[src/sdk_pkg.sv]
`default_nettype none

package sdk_pkg;

   // Opcode carried on the request tuser bit.
   localparam logic OP_INSERT = 1'b0;
   localparam logic OP_READ   = 1'b1;

   // Result status carried on the response tuser bits.
   typedef enum logic [2:0] {
      STAT_APPENDED = 3'd0,
      STAT_REPLACED = 3'd1,
      STAT_DROPPED  = 3'd2,
      STAT_READ_OK  = 3'd3,
      STAT_READ_OOR = 3'd4
   } status_type;

   // One stored entry: Q16.16 delta, Q16.16 unit factor and a tag.
   typedef struct packed {
      logic [31:0] delta;
      logic [31:0] factor;
      logic [15:0] tag;
   } entry_type;

endpackage

`default_nettype wire

[src/sdk_entry_store.sv]
`default_nettype none

// Entry memory with one write port and one registered read port.
module sdk_entry_store #(
   parameter int DEPTH = 16,
   parameter int AW    = 4
) (
   input  wire logic              clock,
   input  wire logic              wr_en,
   input  wire logic [AW-1:0]     wr_addr,
   input  wire sdk_pkg::entry_type wr_data,
   input  wire logic              rd_en,
   input  wire logic [AW-1:0]     rd_addr,
   output sdk_pkg::entry_type     rd_data
);

   sdk_pkg::entry_type mem [DEPTH];
   sdk_pkg::entry_type rd_data_ff;

   always_ff @(posedge clock) begin
      if (wr_en) begin
         mem[wr_addr] <= wr_data;
      end
      if (rd_en) begin
         rd_data_ff <= mem[rd_addr];
      end
   end

   assign rd_data = rd_data_ff;

endmodule

`default_nettype wire

[src/smallest_delta_keeper.sv]
`default_nettype none

// Keeps up to a configured number of entries with the smallest deltas.
// Request beats arrive on req_*: tuser is the opcode (insert or read) and
// tdata carries the new entry and the read index. Each request produces
// exactly one response beat on rsp_*, with the status in tuser and the slot,
// the entry read and the count of held entries in tdata. The capacity is set
// through csr_wen/csr_wdata; the user must write it only while the block is
// idle, as the block does not enforce this. It resets to 16. Appends, drops
// with nothing held and out-of-range reads need no wait for the memory read.
// An insert into a full list scans every held entry through the one delta
// comparator fed by the single read port of the entry memory, one entry per
// cycle, and then writes the new entry over the largest delta or drops it.
// The block takes one request at a time: req_tready is high only while the
// sequencer is idle, so a request is taken only after the last has finished.
// A finished response sits in the output register, so a new request is
// accepted while the receiver stalls; that request then waits in its last
// step until the output register is free. Reset empties the list at once
// (the held count goes to zero); memory contents are not cleared.
module smallest_delta_keeper #(
   parameter int MAX_ENTRIES = 16
) (
   input  wire logic        clock,
   input  wire logic        reset,
   // Request channel.
   input  wire logic        req_tvalid,
   output logic             req_tready,
   // tdata from bit 0 up: new_delta[31:0], new_factor[63:32], new_tag[79:64],
   // read_index[83:80], zero fill[87:84].
   input  wire logic [87:0] req_tdata,
   // tuser: opcode[0].
   input  wire logic        req_tuser,
   // Response channel.
   output logic             rsp_tvalid,
   input  wire logic        rsp_tready,
   // tdata from bit 0 up: slot[3:0], out_delta[35:4], out_factor[67:36],
   // out_tag[83:68], entry_count[88:84], zero fill[95:89].
   output logic [95:0]      rsp_tdata,
   // tuser: status[2:0].
   output logic [2:0]       rsp_tuser,
   // Capacity register write port.
   input  wire logic        csr_wen,
   input  wire logic [4:0]  csr_wdata
);

   localparam int IW = (MAX_ENTRIES > 1) ? $clog2(MAX_ENTRIES) : 1;
   localparam int CW = $clog2(MAX_ENTRIES + 1);

   typedef enum logic [1:0] {
      ST_IDLE,
      ST_SCAN,
      ST_RDWAIT,
      ST_DONE
   } state_type;

   // Request fields.
   logic [31:0] req_delta;
   logic [31:0] req_factor;
   logic [15:0] req_tag;
   logic [3:0]  req_index;

   assign req_delta  = req_tdata[31:0];
   assign req_factor = req_tdata[63:32];
   assign req_tag    = req_tdata[79:64];
   assign req_index  = req_tdata[83:80];

   // Control registers.
   state_type            state_ff, state_in;
   logic [CW-1:0]        held_ff, held_in;
   logic [4:0]           capacity_ff, capacity_in;
   logic                 rsp_valid_ff, rsp_valid_in;
   logic                 iss_done_ff, iss_done_in;
   logic                 cmp_vld_ff, cmp_vld_in;

   // Datapath registers.
   logic [IW-1:0]        iss_ff, iss_in;
   logic [IW-1:0]        cmp_idx_ff, cmp_idx_in;
   logic                 cmp_last_ff, cmp_last_in;
   logic [31:0]          best_ff, best_in;
   logic [IW-1:0]        pos_ff, pos_in;
   logic                 found_ff, found_in;
   logic [31:0]          cap_delta_ff, cap_delta_in;
   logic [31:0]          cap_factor_ff, cap_factor_in;
   logic [15:0]          cap_tag_ff, cap_tag_in;
   logic [3:0]           cap_idx_ff, cap_idx_in;
   sdk_pkg::status_type  pend_status_ff, pend_status_in;
   logic [3:0]           pend_slot_ff, pend_slot_in;
   logic [31:0]          pend_delta_ff, pend_delta_in;
   logic [31:0]          pend_factor_ff, pend_factor_in;
   logic [15:0]          pend_tag_ff, pend_tag_in;
   sdk_pkg::status_type  rsp_status_ff, rsp_status_in;
   logic [3:0]           rsp_slot_ff, rsp_slot_in;
   logic [31:0]          rsp_delta_ff, rsp_delta_in;
   logic [31:0]          rsp_factor_ff, rsp_factor_in;
   logic [15:0]          rsp_tag_ff, rsp_tag_in;
   logic [4:0]           rsp_count_ff, rsp_count_in;

   // Memory ports.
   logic                 mem_wr_en;
   logic [IW-1:0]        mem_wr_addr;
   sdk_pkg::entry_type   mem_wr_data;
   logic                 mem_rd_en;
   logic [IW-1:0]        mem_rd_addr;
   sdk_pkg::entry_type   mem_rd_data;

   // Scan helpers.
   logic                 upd;
   logic                 found_fin;
   logic [IW-1:0]        pos_fin;
   logic [31:0]          eff_cap;
   logic                 can_append;
   logic                 accept;

   sdk_entry_store #(
      .DEPTH (MAX_ENTRIES),
      .AW    (IW)
   ) u_store (
      .clock   (clock),
      .wr_en   (mem_wr_en),
      .wr_addr (mem_wr_addr),
      .wr_data (mem_wr_data),
      .rd_en   (mem_rd_en),
      .rd_addr (mem_rd_addr),
      .rd_data (mem_rd_data)
   );

   assign req_tready = (state_ff == ST_IDLE);
   assign accept     = req_tvalid && req_tready;

   // The capacity in force never exceeds the storage depth.
   assign eff_cap    = (32'(capacity_ff) < 32'(MAX_ENTRIES)) ? 32'(capacity_ff)
                                                            : 32'(MAX_ENTRIES);
   assign can_append = (32'(held_ff) < eff_cap);

   // The comparator: a stored delta replaces the running best only when it
   // is strictly larger, so the first of equal largest deltas wins and a
   // stored delta equal to the new one never causes a replacement.
   assign upd       = cmp_vld_ff && (mem_rd_data.delta > best_ff);
   assign found_fin = found_ff || upd;
   assign pos_fin   = upd ? cmp_idx_ff : pos_ff;

   always_comb begin
      state_in       = state_ff;
      held_in        = held_ff;
      capacity_in    = capacity_ff;
      rsp_valid_in   = rsp_valid_ff && !rsp_tready;
      iss_done_in    = iss_done_ff;
      cmp_vld_in     = 1'b0;
      iss_in         = iss_ff;
      cmp_idx_in     = cmp_idx_ff;
      cmp_last_in    = cmp_last_ff;
      best_in        = best_ff;
      pos_in         = pos_ff;
      found_in       = found_ff;
      cap_delta_in   = cap_delta_ff;
      cap_factor_in  = cap_factor_ff;
      cap_tag_in     = cap_tag_ff;
      cap_idx_in     = cap_idx_ff;
      pend_status_in = pend_status_ff;
      pend_slot_in   = pend_slot_ff;
      pend_delta_in  = pend_delta_ff;
      pend_factor_in = pend_factor_ff;
      pend_tag_in    = pend_tag_ff;
      rsp_status_in  = rsp_status_ff;
      rsp_slot_in    = rsp_slot_ff;
      rsp_delta_in   = rsp_delta_ff;
      rsp_factor_in  = rsp_factor_ff;
      rsp_tag_in     = rsp_tag_ff;
      rsp_count_in   = rsp_count_ff;
      mem_wr_en      = 1'b0;
      mem_wr_addr    = held_ff[IW-1:0];
      mem_wr_data    = '{delta: req_delta, factor: req_factor, tag: req_tag};
      mem_rd_en      = 1'b0;
      mem_rd_addr    = iss_ff;

      if (csr_wen) begin
         capacity_in = csr_wdata;
      end

      unique case (state_ff)
         ST_IDLE: begin
            if (accept) begin
               cap_delta_in   = req_delta;
               cap_factor_in  = req_factor;
               cap_tag_in     = req_tag;
               cap_idx_in     = req_index;
               pend_slot_in   = 4'd0;
               pend_delta_in  = 32'd0;
               pend_factor_in = 32'd0;
               pend_tag_in    = 16'd0;
               if (req_tuser == sdk_pkg::OP_INSERT) begin
                  priority if (can_append) begin
                     mem_wr_en      = 1'b1;
                     held_in        = held_ff + CW'(1);
                     pend_status_in = sdk_pkg::STAT_APPENDED;
                     pend_slot_in   = 4'(held_ff);
                     state_in       = ST_DONE;
                  end else if (held_ff == '0) begin
                     pend_status_in = sdk_pkg::STAT_DROPPED;
                     state_in       = ST_DONE;
                  end else begin
                     best_in     = req_delta;
                     found_in    = 1'b0;
                     pos_in      = '0;
                     iss_in      = '0;
                     iss_done_in = 1'b0;
                     state_in    = ST_SCAN;
                  end
               end else begin
                  if (32'(req_index) < 32'(held_ff)) begin
                     mem_rd_en   = 1'b1;
                     mem_rd_addr = IW'(req_index);
                     state_in    = ST_RDWAIT;
                  end else begin
                     pend_status_in = sdk_pkg::STAT_READ_OOR;
                     state_in       = ST_DONE;
                  end
               end
            end
         end

         ST_SCAN: begin
            // Issue one read per cycle; its delta is compared in the next cycle.
            if (!iss_done_ff) begin
               mem_rd_en   = 1'b1;
               mem_rd_addr = iss_ff;
               cmp_vld_in  = 1'b1;
               cmp_idx_in  = iss_ff;
               cmp_last_in = (32'(iss_ff) + 32'd1 == 32'(held_ff));
               if (32'(iss_ff) + 32'd1 == 32'(held_ff)) begin
                  iss_done_in = 1'b1;
               end else begin
                  iss_in = iss_ff + IW'(1);
               end
            end
            if (upd) begin
               best_in  = mem_rd_data.delta;
               pos_in   = cmp_idx_ff;
               found_in = 1'b1;
            end
            if (cmp_vld_ff && cmp_last_ff) begin
               if (found_fin) begin
                  mem_wr_en      = 1'b1;
                  mem_wr_addr    = pos_fin;
                  mem_wr_data    = '{delta: cap_delta_ff, factor: cap_factor_ff,
                                     tag: cap_tag_ff};
                  pend_status_in = sdk_pkg::STAT_REPLACED;
                  pend_slot_in   = 4'(pos_fin);
               end else begin
                  pend_status_in = sdk_pkg::STAT_DROPPED;
               end
               state_in = ST_DONE;
            end
         end

         ST_RDWAIT: begin
            pend_status_in = sdk_pkg::STAT_READ_OK;
            pend_slot_in   = cap_idx_ff;
            pend_delta_in  = mem_rd_data.delta;
            pend_factor_in = mem_rd_data.factor;
            pend_tag_in    = mem_rd_data.tag;
            state_in       = ST_DONE;
         end

         ST_DONE: begin
            if (!rsp_valid_ff || rsp_tready) begin
               rsp_valid_in  = 1'b1;
               rsp_status_in = pend_status_ff;
               rsp_slot_in   = pend_slot_ff;
               rsp_delta_in  = pend_delta_ff;
               rsp_factor_in = pend_factor_ff;
               rsp_tag_in    = pend_tag_ff;
               rsp_count_in  = 5'(held_ff);
               state_in      = ST_IDLE;
            end
         end

         default: begin
            state_in = ST_IDLE;
         end
      endcase
   end

   always_ff @(posedge clock) begin
      if (reset) begin
         state_ff     <= ST_IDLE;
         held_ff      <= '0;
         capacity_ff  <= 5'd16;
         rsp_valid_ff <= 1'b0;
         iss_done_ff  <= 1'b0;
         cmp_vld_ff   <= 1'b0;
      end else begin
         state_ff     <= state_in;
         held_ff      <= held_in;
         capacity_ff  <= capacity_in;
         rsp_valid_ff <= rsp_valid_in;
         iss_done_ff  <= iss_done_in;
         cmp_vld_ff   <= cmp_vld_in;
      end
      iss_ff         <= iss_in;
      cmp_idx_ff     <= cmp_idx_in;
      cmp_last_ff    <= cmp_last_in;
      best_ff        <= best_in;
      pos_ff         <= pos_in;
      found_ff       <= found_in;
      cap_delta_ff   <= cap_delta_in;
      cap_factor_ff  <= cap_factor_in;
      cap_tag_ff     <= cap_tag_in;
      cap_idx_ff     <= cap_idx_in;
      pend_status_ff <= pend_status_in;
      pend_slot_ff   <= pend_slot_in;
      pend_delta_ff  <= pend_delta_in;
      pend_factor_ff <= pend_factor_in;
      pend_tag_ff    <= pend_tag_in;
      rsp_status_ff  <= rsp_status_in;
      rsp_slot_ff    <= rsp_slot_in;
      rsp_delta_ff   <= rsp_delta_in;
      rsp_factor_ff  <= rsp_factor_in;
      rsp_tag_ff     <= rsp_tag_in;
      rsp_count_ff   <= rsp_count_in;
   end

   assign rsp_tvalid = rsp_valid_ff;
   assign rsp_tuser  = rsp_status_ff;
   assign rsp_tdata  = {7'd0, rsp_count_ff, rsp_tag_ff, rsp_factor_ff,
                        rsp_delta_ff, rsp_slot_ff};

endmodule

`default_nettype wire
[config.mk]
export PLATFORM = sky130hd
export DESIGN_NAME = smallest_delta_keeper
export DESIGN_NICKNAME = d
export VERILOG_FILES = /design/src/sdk_pkg.sv /design/src/sdk_entry_store.sv /design/src/smallest_delta_keeper.sv
export SDC_FILE = /design/constraint.sdc
export NUM_CORES = 2
export LEC_CHECK = 0
export ABC_CLOCK_PERIOD_IN_PS = 13300
export BUFFER_PORTS_ARGS = -buffer_cell sky130_fd_sc_hd__buf_2
export CORE_MARGIN = 5
export CORE_UTILIZATION = 50
export CTS_CLUSTER_DIAMETER = 60
export DETAILED_ROUTE_END_ITERATION = 10
export HOLD_SLACK_MARGIN = 0.02
export PLACE_DENSITY_LB_ADDON = 0.05
export SLEW_MARGIN = 20
export SYNTH_ARGS = -nofsm -noshare
export SYNTH_HDL_FRONTEND = slang
export SYNTH_HIERARCHICAL = 1
export SYNTH_SLANG_ARGS = --single-unit
[constraint.sdc]
create_clock -name clock -period 13.3 [get_ports clock]
set_input_delay 0.665 -clock clock [delete_from_list [all_inputs] [get_ports clock]]
set_output_delay 0.665 -clock clock [all_outputs]
set_load 0.05 [all_outputs]
==> results by group <==
Route
  • Routed wire length: 148.4 mm
  • TritonRoute pass-1 iters: 5
  • Total number of vias: 29.93k
  • WL/cell: 29.73 um
  • Via-per-instance ratio: 5.996
  • Final antenna-violating net count: 0
  • Residual DRC: 0
  • DR iter-0 viols: 2,779

Worst setup path
  • CP cell instances: ha_1 -> nand4_1 -> or4_1 -> o21a_1 -> nor2b_4 -> a22o_1 -> o21ai_4 -> buf_4 -> a22oi_1 -> nand3b_1 -> nor3_2 -> buf_4 -> buf_4
  • Critical path arrival: 7.86 ns
  • Reg-to-reg endpoint: u_store/mem[8][36]$_DFFE_PP_
  • Most frequent CP cell: buf_4
  • Crit. path cell count: 13
  • Flop2flop setup slack: 5.82 ns
  • WP data required: 13.68 ns
  • Critical path fanouts, max: 42
  • Reg-to-Reg Start: u_store/rd_data[59]$_DFFE_PP_
  • Crit end category: register
  • Slowest stage delay, CP: 0.92 ns
  • Startpoint types: register
  • Crit path kind: reg2reg
  • Worst Path Buf+Inv: 3
  • CP max stage cell: o21ai_4
  • CP delay by family, top: buffers and inverters
  • FF-to-FF path depth: 13

Logic synthesis
  • Post-synthesis sequential area ratio: 78.99%
  • Ys Warns: 6
  • Synth Instances: 2,906
  • Syn Area/Cell: 21.96 um^2
  • Post-synthesis cell type count: 55
  • Number of synthesized flops with an enable pin: 1,669
  • Top cells by area, synth: edfxtp_1 79%, mux4_2 11%, a22oi_1 2.0%
  • Ys flop type: edfxtp_1
  • Yosys top cell area share: 78.52%
  • Ys async rst share: 0%
  • Most area-hungry cell type in the Yosys netlist: edfxtp_1
  • Register bit total from synthesis: 1,684
  • Synthesized area: 63,830 um^2

Global route
  • Largest net degree at the start of global routing: 147
  • GR Overflow Total: 0
  • First-pass GRT wire length: 216.0 mm
  • Gr usage total: 22.14%
  • Vias in the first global route: 31.21k
  • Initial antenna violation count: 13

Timing
  • RSZ-0062 raised after global routing: no
  • Final min period: 7.476 ns
  • Setup-failing EPs final: 0
  • Setup Total Neg Slack: 0 ns
  • Actual slew at the worst max-slew pin: 1.142 ns
  • Final Slew Violations: 0
  • Headroom to the max-slew limit: 23.59%
  • Fmax achieved: 133.8 MHz
  • Period utilization: 56.21%
  • Clock skew: 0.02541 ns
  • Final Hold Viols: 0

Clocking
  • Root buffer cell: clkbuf_16
  • Maximum clock insertion buffer count: 3
  • Setup bufs post-CTS: 0
  • CTS tree: done
  • Post-CTS Hold Fix Bufs: 0
  • CTS clock-pin slew for the worst setup and hold paths: 0.06 ns
  • Number of clock sinks: 1,684
  • Worst skew pair latency: 0.77 ns
  • H-Tree Depth: 4
  • Post-CTS Resized: 0
  • CTS Buf Count: 171

Cells and area
  • Filler cells: 9,428
  • NumNets Final: 3,329
  • Multi-input gate area: 12,670 um^2
  • Commonest cells after routing, fill and taps aside: 1,669 x edfxtp_1, 320 x mux4_2, 188 x buf_2
  • Layout Cells excl Fill: 4,992
  • Layout overhead on the synthesized area: 13.14%
  • Share of cells above drive strength 1: 27.26%
  • Total area of sequential cells: 50,420 um^2
  • Biggest register: u_store/mem
  • Max reg flops: 1,280
  • Most common cell after layout, fill and taps aside: edfxtp_1

Placement
  • Final GP Congestion: 0.7448
  • PortBufs: 188
  • HPWL Detailed: 74.41 mm
  • Placed insts: 4,673

Power and ir drop
  • P_leak: 23.50 nW
  • Power density cells: 179.9 nW/um^2
  • Max rail drop VDD: 116.3 uV

Worst hold path
  • Worst Hold End: cap_factor_ff[31]$_DFFE_PP_
  • Hold Path Stages: 1
  • Worst Hold Launch: req_tdata[63]
  • Tightest Hold Check Type: in2reg

Floorplanning
  • Site Rows: 131
  • Die area: 134,900 um^2
  • Die width: 367.3 um
  • Core area: 127,200 um^2
  • I/O pins: 200
  • Starting Density: 50.18%
  • Die H: 367.3 um

Status
  • Status: completed

Flow run
  • Max-Cap Viols: 0
==> area by class of cell <==
class | count | area share, %
tap | 1662 | 2.880
clock buffer | 215 | 6.361
inverter | 53 | 0.2790
antenna | 7 | 0.02426
clock inverter | 97 | 1.107
multi-input combinational | 1030 | 17.55
sequential | 1684 | 69.82
timing repair buffer | 244 | 1.977
==> worst reg2reg max path, cell delays in order, from the launching register on <==
cell	delay (ns)
edfxtp_1	0.42
ha_1	0.33
nand4_1	0.26
or4_1	0.67
o21a_1	0.38
nor2b_4	0.21
a22o_1	0.35
o21ai_4	0.92
buf_4	0.70
a22oi_1	0.31
nand3b_1	0.43
nor3_2	0.46
buf_4	0.87
buf_4	0.73
==> synth_stat cells, types with 2 or more instances <==
cell,count
a21o_1,4
edfxtp_1,1669
mux2_2,71
mux4_2,320
ha_1,46
nand2_1,109
a31oi_1,4
mux2i_1,10
and2_1,81
nand2b_1,6
dfxtp_1,15
nor2b_1,6
buf_2,23
mux2_1,45
and3b_1,2
o21ba_2,4
a21oi_1,24
nand4_1,9
clkbuf_1,62
buf_6,20
a21boi_0,2
a22oi_1,167
and4_1,3
buf_4,14
nand4b_1,4
xor2_1,3
nor3_1,8
or3b_2,2
o21ai_0,8
o211ai_1,3
nor2_1,41
buf_1,26
xnor2_1,6
nand3_1,10
inv_1,52
a221o_1,4
a211oi_1,3
o21a_1,2
nand3b_1,2
==> through the flow <==
step | utilization [%] | hold slack (ns) | power, mW | area [um^2] | setup WS (ns)
finish | 56.77 | 0.08720 | 12.99 | 72210 | 5.824
global route | 56.76 | 0.03970 | 13.52 | 72190 | 5.456
CTS | 56.76 | 0.02580 | 13.14 | 72190 | 5.719
detailed placement | 52.52 | 0.4045 | 8.529 | 66800 | 5.761
global placement | 52.52 | 0.4008 | 8.488 | 66800 | 5.895
floorplan | - | 0.4003 | 7.888 | 63850 | 4.149
==> report_power, final <==
| part | total, mW | leakage (nW) | internal, mW | switching [mW] |
|---|---|---|---|---|
| Combinational | 1.88 | 5.55 | 0.627 | 1.25 |
| Sequential | 6.51 | 15.3 | 6.39 | 0.120 |
| Clock | 4.60 | 2.64 | 2.67 | 1.93 |
| Total | 13.0 | 23.5 | 9.69 | 3.30 |
==> per-layer routing <==
layer	global-route usage [%]	vias up	share of wire [%]
met5	0	-	0.018
met4	4.449	4	1.6
met3	4.116	191	6.3
met2	36.13	946	49
met1	31.90	16166	43
li1	-	12626	-
==> kinds of logic (layout without fill, tap and decap cells) <==
kind of cell / Yosys count / after routing / synth area share (%)
buffers and inverters: 198 / 609 / 1.527
adders and majority gates: 46 / 46 / 0.9017
muxes: 446 / 446 / 13.49
and+or+nand+nor: 291 / 291 / 2.305
xor gates and xnor gates: 9 / 9 / 0.1235
DFF: 1684 / 1684 / 78.99
other: 1 / 14 / 0.005875
AOI/OAI and AO/OA: 231 / 231 / 2.648
==> how the worst max path moves through the flow <==
stage / start / end / slack (ns)
CTS: u_store/rd_data[57]$_DFFE_PP_ / u_store/mem[8][48]$_DFFE_PP_ / 5.72
floorplan: u_store/rd_data[62]$_DFFE_PP_ / u_store/mem[0][0]$_DFFE_PP_ / 4.15
finish: u_store/rd_data[59]$_DFFE_PP_ / u_store/mem[8][36]$_DFFE_PP_ / 5.82
global route: u_store/rd_data[57]$_DFFE_PP_ / u_store/mem[8][37]$_DFFE_PP_ / 5.46
detailed placement: u_store/rd_data[57]$_DFFE_PP_ / u_store/mem[8][41]$_DFFE_PP_ / 5.76
global placement: u_store/rd_data[59]$_DFFE_PP_ / u_store/mem[8][36]$_DFFE_PP_ / 5.90
No activity file was read; power rests on OpenSTA's default activity.
